## src/sv/round_robin_slice_scheduler_macros.svh

```systemverilog
// Assertion macros used by the scheduler engine, rrss_engine.
`ifndef ROUND_ROBIN_SLICE_SCHEDULER_MACROS_SVH
`define ROUND_ROBIN_SLICE_SCHEDULER_MACROS_SVH

// Checks cons in the same cycle as ante.
`define RRSS_ASSERT_NOW(lbl, ante, cons) \
  lbl: assert property (@(posedge clk) disable iff (!rst_n) (ante) |-> (cons)) \
    else $error("rrss: same-cycle check failed");

// Checks cons in the cycle after ante.
`define RRSS_ASSERT_NEXT(lbl, ante, cons) \
  lbl: assert property (@(posedge clk) disable iff (!rst_n) (ante) |=> (cons)) \
    else $error("rrss: next-cycle check failed");

`endif

```

## src/sv/rrss_pkg.sv

```systemverilog
`timescale 1ns / 1ps

package rrss_pkg;

  localparam int MAX_PROCESSES = 16;
  localparam int TIME_WIDTH    = 16;

  localparam int SLOT_W  = (MAX_PROCESSES > 1) ? $clog2(MAX_PROCESSES) : 1;
  localparam int CNT_W   = $clog2(MAX_PROCESSES + 1);
  localparam int QNT_W   = 16;
  localparam int ID_W    = 16;
  localparam int BURST_W = 16;
  localparam int CLK_W   = 20;
  localparam int CMP_W   = (TIME_WIDTH > QNT_W) ? TIME_WIDTH : QNT_W;

  localparam logic [63:0] TIME_MAX = (64'd1 << TIME_WIDTH) - 64'd1;

  typedef logic [SLOT_W-1:0]     slot_t;
  typedef logic [CNT_W-1:0]      cnt_t;
  typedef logic [CNT_W:0]        cnt_sum_t;
  typedef logic [TIME_WIDTH-1:0] rem_t;
  typedef logic [QNT_W-1:0]      qnt_t;
  typedef logic [ID_W-1:0]       pid_t;
  typedef logic [BURST_W-1:0]    burst_t;
  typedef logic [CLK_W-1:0]      clk_t;
  typedef logic [CMP_W-1:0]      cmp_t;
  typedef logic [1:0]            cmd_t;
  typedef logic [2:0]            status_t;

  localparam cmd_t CMD_LOAD  = 2'd0;
  localparam cmd_t CMD_STEP  = 2'd1;
  localparam cmd_t CMD_CLEAR = 2'd2;

  localparam status_t ST_LOADED  = 3'd0;
  localparam status_t ST_FULL    = 3'd1;
  localparam status_t ST_ISSUED  = 3'd2;
  localparam status_t ST_NO_WORK = 3'd3;
  localparam status_t ST_CLEARED = 3'd4;

  localparam qnt_t QUANTUM_RESET = 16'd3;

  typedef struct packed {
    status_t status;
    pid_t    process_id;
    qnt_t    length;
    clk_t    start;
    logic    finishes;
  } result_t;

endpackage

```

## src/sv/rrss_engine.sv

```systemverilog
`timescale 1ns / 1ps

module rrss_engine (
  input  logic               clk,
  input  logic               rst_n,
  input  logic               do_op,
  input  rrss_pkg::cmd_t     command,
  input  rrss_pkg::pid_t     process_id,
  input  rrss_pkg::burst_t   burst_time,
  input  rrss_pkg::qnt_t     quantum,
  output rrss_pkg::result_t  result
);

  rrss_pkg::slot_t fifo_mem_r [rrss_pkg::MAX_PROCESSES];
  rrss_pkg::rem_t  rem_mem_r  [rrss_pkg::MAX_PROCESSES];
  rrss_pkg::pid_t  id_mem_r   [rrss_pkg::MAX_PROCESSES];

  rrss_pkg::slot_t fifo_head_r, fifo_head_nxt;
  rrss_pkg::cnt_t  fifo_count_r, fifo_count_nxt;
  rrss_pkg::cnt_t  loaded_count_r, loaded_count_nxt;
  rrss_pkg::clk_t  cur_time_r, cur_time_nxt;

  rrss_pkg::qnt_t     q_eff;
  rrss_pkg::slot_t    head_slot;
  rrss_pkg::rem_t     head_rem;
  rrss_pkg::cmp_t     rem_ext;
  rrss_pkg::cmp_t     q_ext;
  rrss_pkg::qnt_t     grant;
  rrss_pkg::rem_t     rem_new;
  rrss_pkg::rem_t     burst_sat;
  rrss_pkg::cnt_sum_t tail_sum;
  rrss_pkg::slot_t    tail_idx;
  rrss_pkg::slot_t    head_inc;
  rrss_pkg::slot_t    load_slot;
  logic               table_full;
  logic               step_issue;

  logic            fifo_we;
  rrss_pkg::slot_t fifo_wdata;
  logic            rem_we;
  rrss_pkg::slot_t rem_waddr;
  rrss_pkg::rem_t  rem_wdata;
  logic            id_we;

  always_comb begin
    q_eff     = (quantum == '0) ? rrss_pkg::qnt_t'(1) : quantum;
    head_slot = fifo_mem_r[fifo_head_r];
    head_rem  = rem_mem_r[head_slot];
    rem_ext   = rrss_pkg::cmp_t'(head_rem);
    q_ext     = rrss_pkg::cmp_t'(q_eff);
    grant     = (rem_ext < q_ext) ? rrss_pkg::qnt_t'(rem_ext) : q_eff;
    rem_new   = rrss_pkg::rem_t'(rem_ext - rrss_pkg::cmp_t'(grant));
    if (rrss_pkg::cmp_t'(burst_time) > rrss_pkg::cmp_t'(rrss_pkg::TIME_MAX)) begin
      burst_sat = rrss_pkg::rem_t'(rrss_pkg::TIME_MAX);
    end else begin
      burst_sat = rrss_pkg::rem_t'(burst_time);
    end
    // The tail position is the same for a load and for a requeue after a pop.
    tail_sum = rrss_pkg::cnt_sum_t'(fifo_head_r) + rrss_pkg::cnt_sum_t'(fifo_count_r);
    if (tail_sum >= rrss_pkg::cnt_sum_t'(rrss_pkg::MAX_PROCESSES)) begin
      tail_idx = rrss_pkg::slot_t'(tail_sum - rrss_pkg::cnt_sum_t'(rrss_pkg::MAX_PROCESSES));
    end else begin
      tail_idx = rrss_pkg::slot_t'(tail_sum);
    end
    if (fifo_head_r == rrss_pkg::slot_t'(rrss_pkg::MAX_PROCESSES - 1)) begin
      head_inc = '0;
    end else begin
      head_inc = fifo_head_r + rrss_pkg::slot_t'(1);
    end
    load_slot  = rrss_pkg::slot_t'(loaded_count_r);
    table_full = (loaded_count_r == rrss_pkg::cnt_t'(rrss_pkg::MAX_PROCESSES));
    step_issue = do_op && (command == rrss_pkg::CMD_STEP) && (fifo_count_r != '0);
  end

  always_comb begin
    fifo_head_nxt    = fifo_head_r;
    fifo_count_nxt   = fifo_count_r;
    loaded_count_nxt = loaded_count_r;
    cur_time_nxt     = cur_time_r;
    fifo_we          = 1'b0;
    fifo_wdata       = load_slot;
    rem_we           = 1'b0;
    rem_waddr        = load_slot;
    rem_wdata        = burst_sat;
    id_we            = 1'b0;
    result           = '0;
    result.status    = rrss_pkg::ST_NO_WORK;
    if (do_op) begin
      unique case (command)
        rrss_pkg::CMD_LOAD: begin
          if (table_full) begin
            result.status = rrss_pkg::ST_FULL;
          end else begin
            id_we            = 1'b1;
            rem_we           = 1'b1;
            fifo_we          = 1'b1;
            loaded_count_nxt = loaded_count_r + rrss_pkg::cnt_t'(1);
            fifo_count_nxt   = fifo_count_r + rrss_pkg::cnt_t'(1);
            result.status    = rrss_pkg::ST_LOADED;
          end
        end
        rrss_pkg::CMD_STEP: begin
          if (fifo_count_r != '0) begin
            fifo_head_nxt     = head_inc;
            rem_we            = 1'b1;
            rem_waddr         = head_slot;
            rem_wdata         = rem_new;
            cur_time_nxt      = cur_time_r + rrss_pkg::clk_t'(grant);
            result.status     = rrss_pkg::ST_ISSUED;
            result.process_id = id_mem_r[head_slot];
            result.length     = grant;
            result.start      = cur_time_r;
            result.finishes   = (rem_new == '0);
            if (rem_new != '0) begin
              fifo_we    = 1'b1;
              fifo_wdata = head_slot;
            end else begin
              fifo_count_nxt = fifo_count_r - rrss_pkg::cnt_t'(1);
            end
          end
        end
        rrss_pkg::CMD_CLEAR: begin
          fifo_head_nxt    = '0;
          fifo_count_nxt   = '0;
          loaded_count_nxt = '0;
          cur_time_nxt     = '0;
          result.status    = rrss_pkg::ST_CLEARED;
        end
        default: begin
          result.status = rrss_pkg::ST_NO_WORK;
        end
      endcase
    end
  end

  always_ff @(posedge clk) begin
    if (!rst_n) begin
      fifo_head_r    <= '0;
      fifo_count_r   <= '0;
      loaded_count_r <= '0;
      cur_time_r     <= '0;
    end else begin
      fifo_head_r    <= fifo_head_nxt;
      fifo_count_r   <= fifo_count_nxt;
      loaded_count_r <= loaded_count_nxt;
      cur_time_r     <= cur_time_nxt;
    end
  end

  always_ff @(posedge clk) begin
    if (fifo_we) begin
      fifo_mem_r[tail_idx] <= fifo_wdata;
    end
    if (rem_we) begin
      rem_mem_r[rem_waddr] <= rem_wdata;
    end
    if (id_we) begin
      id_mem_r[load_slot] <= process_id;
    end
  end

  `include "round_robin_slice_scheduler_macros.svh"

  `RRSS_ASSERT_NOW(a_queue_within_loaded, 1'b1, fifo_count_r <= loaded_count_r)
  `RRSS_ASSERT_NOW(a_loaded_bounded, 1'b1,
    loaded_count_r <= rrss_pkg::cnt_t'(rrss_pkg::MAX_PROCESSES))
  `RRSS_ASSERT_NEXT(a_requeue_keeps_count, step_issue && (rem_new != '0),
    fifo_count_r == $past(fifo_count_r))
  `RRSS_ASSERT_NEXT(a_time_advances, step_issue,
    cur_time_r == ($past(cur_time_r) + rrss_pkg::clk_t'($past(grant))))

endmodule

```

## src/sv/round_robin_slice_scheduler.sv

```systemverilog
`timescale 1ns / 1ps

// Channel  Direction  Handshake           Payload
// in_      input      in_valid/in_stall   command, process_id, burst_time
// out_     output     out_valid/out_stall status, slice_process_id, slice_length,
//                                         slice_start, slice_finishes
// cfg_     input      cfg_valid/cfg_ready time_quantum
//
// One request is taken per cycle while out_stall does not hold a waiting result; each is
// held in the input register, and its result is registered in the output register.
// rst_n is synchronous and active low; it clears the queue, the counters and the time
// and sets the quantum to 3. The tables need no clearing pass.
// While out_stall holds a waiting result, one further request is held in the input
// register, and in_stall rises after that.

module round_robin_slice_scheduler (
  input  logic        clk,
  input  logic        rst_n,
  input  logic        in_valid,
  output logic        in_stall,
  input  logic [1:0]  in_command,
  input  logic [15:0] in_process_id,
  input  logic [15:0] in_burst_time,
  output logic        out_valid,
  input  logic        out_stall,
  output logic [2:0]  out_status,
  output logic [15:0] out_slice_process_id,
  output logic [15:0] out_slice_length,
  output logic [19:0] out_slice_start,
  output logic        out_slice_finishes,
  input  logic        cfg_valid,
  output logic        cfg_ready,
  input  logic [15:0] cfg_time_quantum
);

  logic               s1_valid_r;
  rrss_pkg::cmd_t     s1_cmd_r;
  rrss_pkg::pid_t     s1_pid_r;
  rrss_pkg::burst_t   s1_burst_r;
  logic               out_valid_r;
  rrss_pkg::result_t  out_res_r;
  rrss_pkg::qnt_t     quantum_r;
  rrss_pkg::result_t  eng_res;
  logic               adv_out;
  logic               do_op;
  logic               load_s1;

  assign adv_out  = !out_valid_r || !out_stall;
  assign do_op    = s1_valid_r && adv_out;
  assign in_stall = s1_valid_r && !adv_out;
  assign load_s1  = in_valid && !in_stall;
  assign cfg_ready = 1'b1;

  rrss_engine u_engine (
    .clk        (clk),
    .rst_n      (rst_n),
    .do_op      (do_op),
    .command    (s1_cmd_r),
    .process_id (s1_pid_r),
    .burst_time (s1_burst_r),
    .quantum    (quantum_r),
    .result     (eng_res)
  );

  always_ff @(posedge clk) begin
    if (!rst_n) begin
      s1_valid_r  <= 1'b0;
      out_valid_r <= 1'b0;
      quantum_r   <= rrss_pkg::QUANTUM_RESET;
    end else begin
      if (!in_stall) begin
        s1_valid_r <= in_valid;
      end
      if (adv_out) begin
        out_valid_r <= s1_valid_r;
      end
      if (cfg_valid && cfg_ready) begin
        quantum_r <= cfg_time_quantum;
      end
    end
  end

  always_ff @(posedge clk) begin
    if (load_s1) begin
      s1_cmd_r   <= in_command;
      s1_pid_r   <= in_process_id;
      s1_burst_r <= in_burst_time;
    end
    if (do_op) begin
      out_res_r <= eng_res;
    end
  end

  assign out_valid            = out_valid_r;
  assign out_status           = out_res_r.status;
  assign out_slice_process_id = out_res_r.process_id;
  assign out_slice_length     = out_res_r.length;
  assign out_slice_start      = out_res_r.start;
  assign out_slice_finishes   = out_res_r.finishes;

endmodule

```

## config.mk

```make
export PLATFORM = sky130hd
export DESIGN_NAME = round_robin_slice_scheduler
export DESIGN_NICKNAME = d
export VERILOG_FILES = /design/src/sv/rrss_pkg.sv /design/src/sv/rrss_engine.sv /design/src/sv/round_robin_slice_scheduler.sv
export VERILOG_INCLUDE_DIRS = /design/src /design/src/sv
export SDC_FILE = /design/constraint.sdc
export NUM_CORES = 1
export LEC_CHECK = 0
export BUFFER_PORTS_ARGS = -buffer_cell sky130_fd_sc_hd__buf_4
export CAP_MARGIN = 20
export CORE_ASPECT_RATIO = 1.4
export CORE_MARGIN = 5
export CORE_UTILIZATION = 65
export DETAILED_ROUTE_END_ITERATION = 16
export PLACE_DENSITY = 0.8
export SETUP_SLACK_MARGIN = 0.4
export SLEW_MARGIN = 40
export SYNTH_ARGS = -nofsm -noshare
export SYNTH_HDL_FRONTEND = slang
export SYNTH_SLANG_ARGS = --single-unit
export TNS_END_PERCENT = 20
```

## constraint.sdc

```tcl
create_clock -name clk -period 22.9 [get_ports clk]
set_clock_uncertainty 0.1 [all_clocks]
set_input_delay 1.145 -clock clk [delete_from_list [all_inputs] [get_ports clk]]
set_output_delay 1.145 -clock clk [all_outputs]
set_load 0.02 [all_outputs]
```

==> metrics <==
status completed; TNS Setup 0 ns; Detail Route Antenna Nets 0; placed insts 3219; Final Hold Fails 0; HPWL Detailed about 56 mm; I/O Buffers 112; count leader, synth edfxtp_1; largest net degree at the start of global routing about 120; Post-Syn Area around 32000 sq um; root buf cell clkbuf_16; total grt overflow 0; net count after synthesis roughly 2700; Synth Area in Simple Gates between 10% and 20%; Post-synth top cells edfxtp_1 (666), nand2_1 (454), nand3_1 (293); Synth Instances about 2600; CP peak stage delay 0.81 ns; gp weighted congestion 0.917; I/O pin total approximately 110; Die X 197 um; area of the die 53800 sq um; Peak VDD IR ~0.000099 V; yosys warns 0; startpoint type of the worst setup path flip-flop; CP max stage cell mux2i_2; htree depth 3; total CTS buffers 68; Synth Area in XOR/XNOR less than 1%; Pwr Density ~78 nW/um^2; endpoints failing setup 0; Cell variety after synth 99; total number of vias roughly 22000; initial DRC count between 2000 and 3000; minimum clock period 10.55 ns; Yosys reg bits approximately 720; Starting Density between 60 and 70%; Cell Rows between 90 and 100; clk sink count approximately 720; Crit Path Class flip-flop to flip-flop; clock buffer depth 3; worst skew pair latency roughly 0.63 ns; Leak 12.7 nW; Clk pin slew, worst setup/hold paths approximately 0.060 ns; final core occ 73.5%; mux cell area share after synthesis between 4 and 5%; Min-Delay Path Class flip-flop to flip-flop; crit-path max FO 46; hold buffers post-CTS 0; EDFF count, synth 666; Synth Flop Type edfxtp_1; sequential share of the synthesized area roughly two thirds; Synth area leaders edfxtp_1 (63%), nand2_1 (5.3%), nand3_1 (4.6%), dfxtp_1 (3.5%), mux2i_1 (3.0%); post-layout net count about 2700; TritonCTS clock tree built; post-CTS resize count 0; asr flop ratio synth 0%; Yosys top cell area share about 63%; drt total wl a little under 90 mm; # fillers a little over 3000; fin. max-slew vios 0; area of the multi-input gates approximately 10000 sq um; Final Instance Count excl. Fillers between 3000 and 4000; Core ar. between 40000 and 50000 sq um; initial antenna violation count 0; Vias/cell between 6 and 7; fmax around 95 MHz; compound-cell area share of the yosys netlist 8.82%; Area Growth Syn to Fin 12.4%; DP Area between 30000 and 40000 sq um; Synth Area in Adders under 10%; Crit. End Element flip-flop; RSZ-0062 raised after global routing no; drt pass-1 iters 7; Final Cell Area 35900 sq um; sequential standard cell area 21100 sq um; Hold WS 0.380 ns; # DRC 0; # Post-CTS Setup Buffers 0; Worst Max-Slew Pin Slew a little over 0.9 ns; Die Y 272 um; GRT Total Usage roughly a third; share of post-route cells with drive strength above 1 between 10% and 20%; Worst EP arrival roughly 11 ns; CP Data Required Time about 23 ns; Tcrit/Tclk final 46.1%; largest family of logic cells by synthesized area simple AND/OR/NAND/NOR gates; Yosys top cell by area edfxtp_1; worst relative slew slack roughly two fifths; syn avg cell area 12.5 sq um; WL per Instance around 26 um; global-route wire length before repair roughly 130 mm; Max-cap violations 0; number of global-route vias before repair between 20000 and 25000
==> cells by family (layout without fill, tap and decap cells) <==
group	Yosys count	after routing
adder cells (fa/ha/maj)	46	46
multiplexers	143	143
other	1	3
XOR/XNOR	31	31
flip-flops	722	722
buffers and inverters	206	344
AND/OR/NAND/NOR	1025	1025
AO/OA/AOI/OAI	392	392
==> routing by layer <==
metal / global-route usage, % / up-vias / part of all wire [%]
li1: - / 9713 / -
met1: 38.6 / 10802 / 35
met2: 54.7 / 1225 / 51
met3: 4.06 / 284 / 7.1
met4: 20.0 / 0 / 7.2
met5: 0 / - / 0
==> critical path, delay by kind of cell, from the launching register on <==
kind / cells / cell delay, ns
compound gates: 11 / 4.35
fa+ha+maj: 2 / 0.59
mux: 2 / 1.18
flops: 1 / 0.72
simple gates: 8 / 2.01
buf+inv: 4 / 1.19
==> cell usage in the layout (no fill, tap or decap), drive strengths merged, types with 21 or more instances in the layout <==
cell,instances
a211oi,38
a21oi,83
and2,37
and3,26
buf,170
clkbuf,78
clkinv,29
dfxtp,56
edfxtp,666
ha,37
inv,56
mux2,37
mux2i,97
nand2,455
nand3,293
nor2,105
nor2b,24
nor3,23
o211ai,27
o21a,35
o21ai,48
xnor2,21
==> path summary, 6_finish.rpt <==
kind	startpoint	end	slack [ns]	depth (start not counted)
worst max register to register	flip-flop	u_engine.fifo_mem_r[12][1]	12.35	27
worst min register to register	u_engine.cur_time_r[14]	u_engine.cur_time_r[14]	0.38	2
worst max-delay path	flip-flop	u_engine.fifo_mem_r[12][1]	12.35	27
worst min-delay path	u_engine.cur_time_r[14]	u_engine.cur_time_r[14]	0.38	2
==> where the power goes <==
part           internal (mW)  switching (mW)  total [mW]
clock                  0.660           0.493        1.15
combinational         0.0685           0.131       0.199
sequential              1.45          0.0156        1.47
==> metrics by stage <==
| stage | power [mW] | worst slack [ns] |
|---|---|---|
| final | 2.82 | 12.35 |
| after global routing | 2.90 | 11.76 |
| after CTS | 2.82 | 12.44 |
| after detailed placement | 1.69 | 12.47 |
| after global placement | 1.68 | 12.44 |
| after floorplan | 1.62 | 13.78 |
==> cell type report <==
class / instances / share of cell area (%)
timing repair buffer: 170 / 3.67
sequential: 722 / 58.8
inverter: 53 / 0.553
antenna: 2 / 0.0139
clock buffer: 78 / 4.90
multi-input combinational: 1638 / 28.5
tap: 637 / 2.22
clock inverter: 43 / 1.43
==> flip-flops by register name (all words and copies together), names as in the netlist, 16 cells and up, named ones only <==
name and count:
quantum_r 16, u_engine.cur_time_r 20, u_engine.id_mem_r 256, u_engine.fifo_mem_r 64, out_slice_length 16, s1_burst_r 16, s1_pid_r 16, out_slice_process_id 16
u_engine.rem_mem_r 256, out_slice_start 20
(Power assumes the default switching activity.)
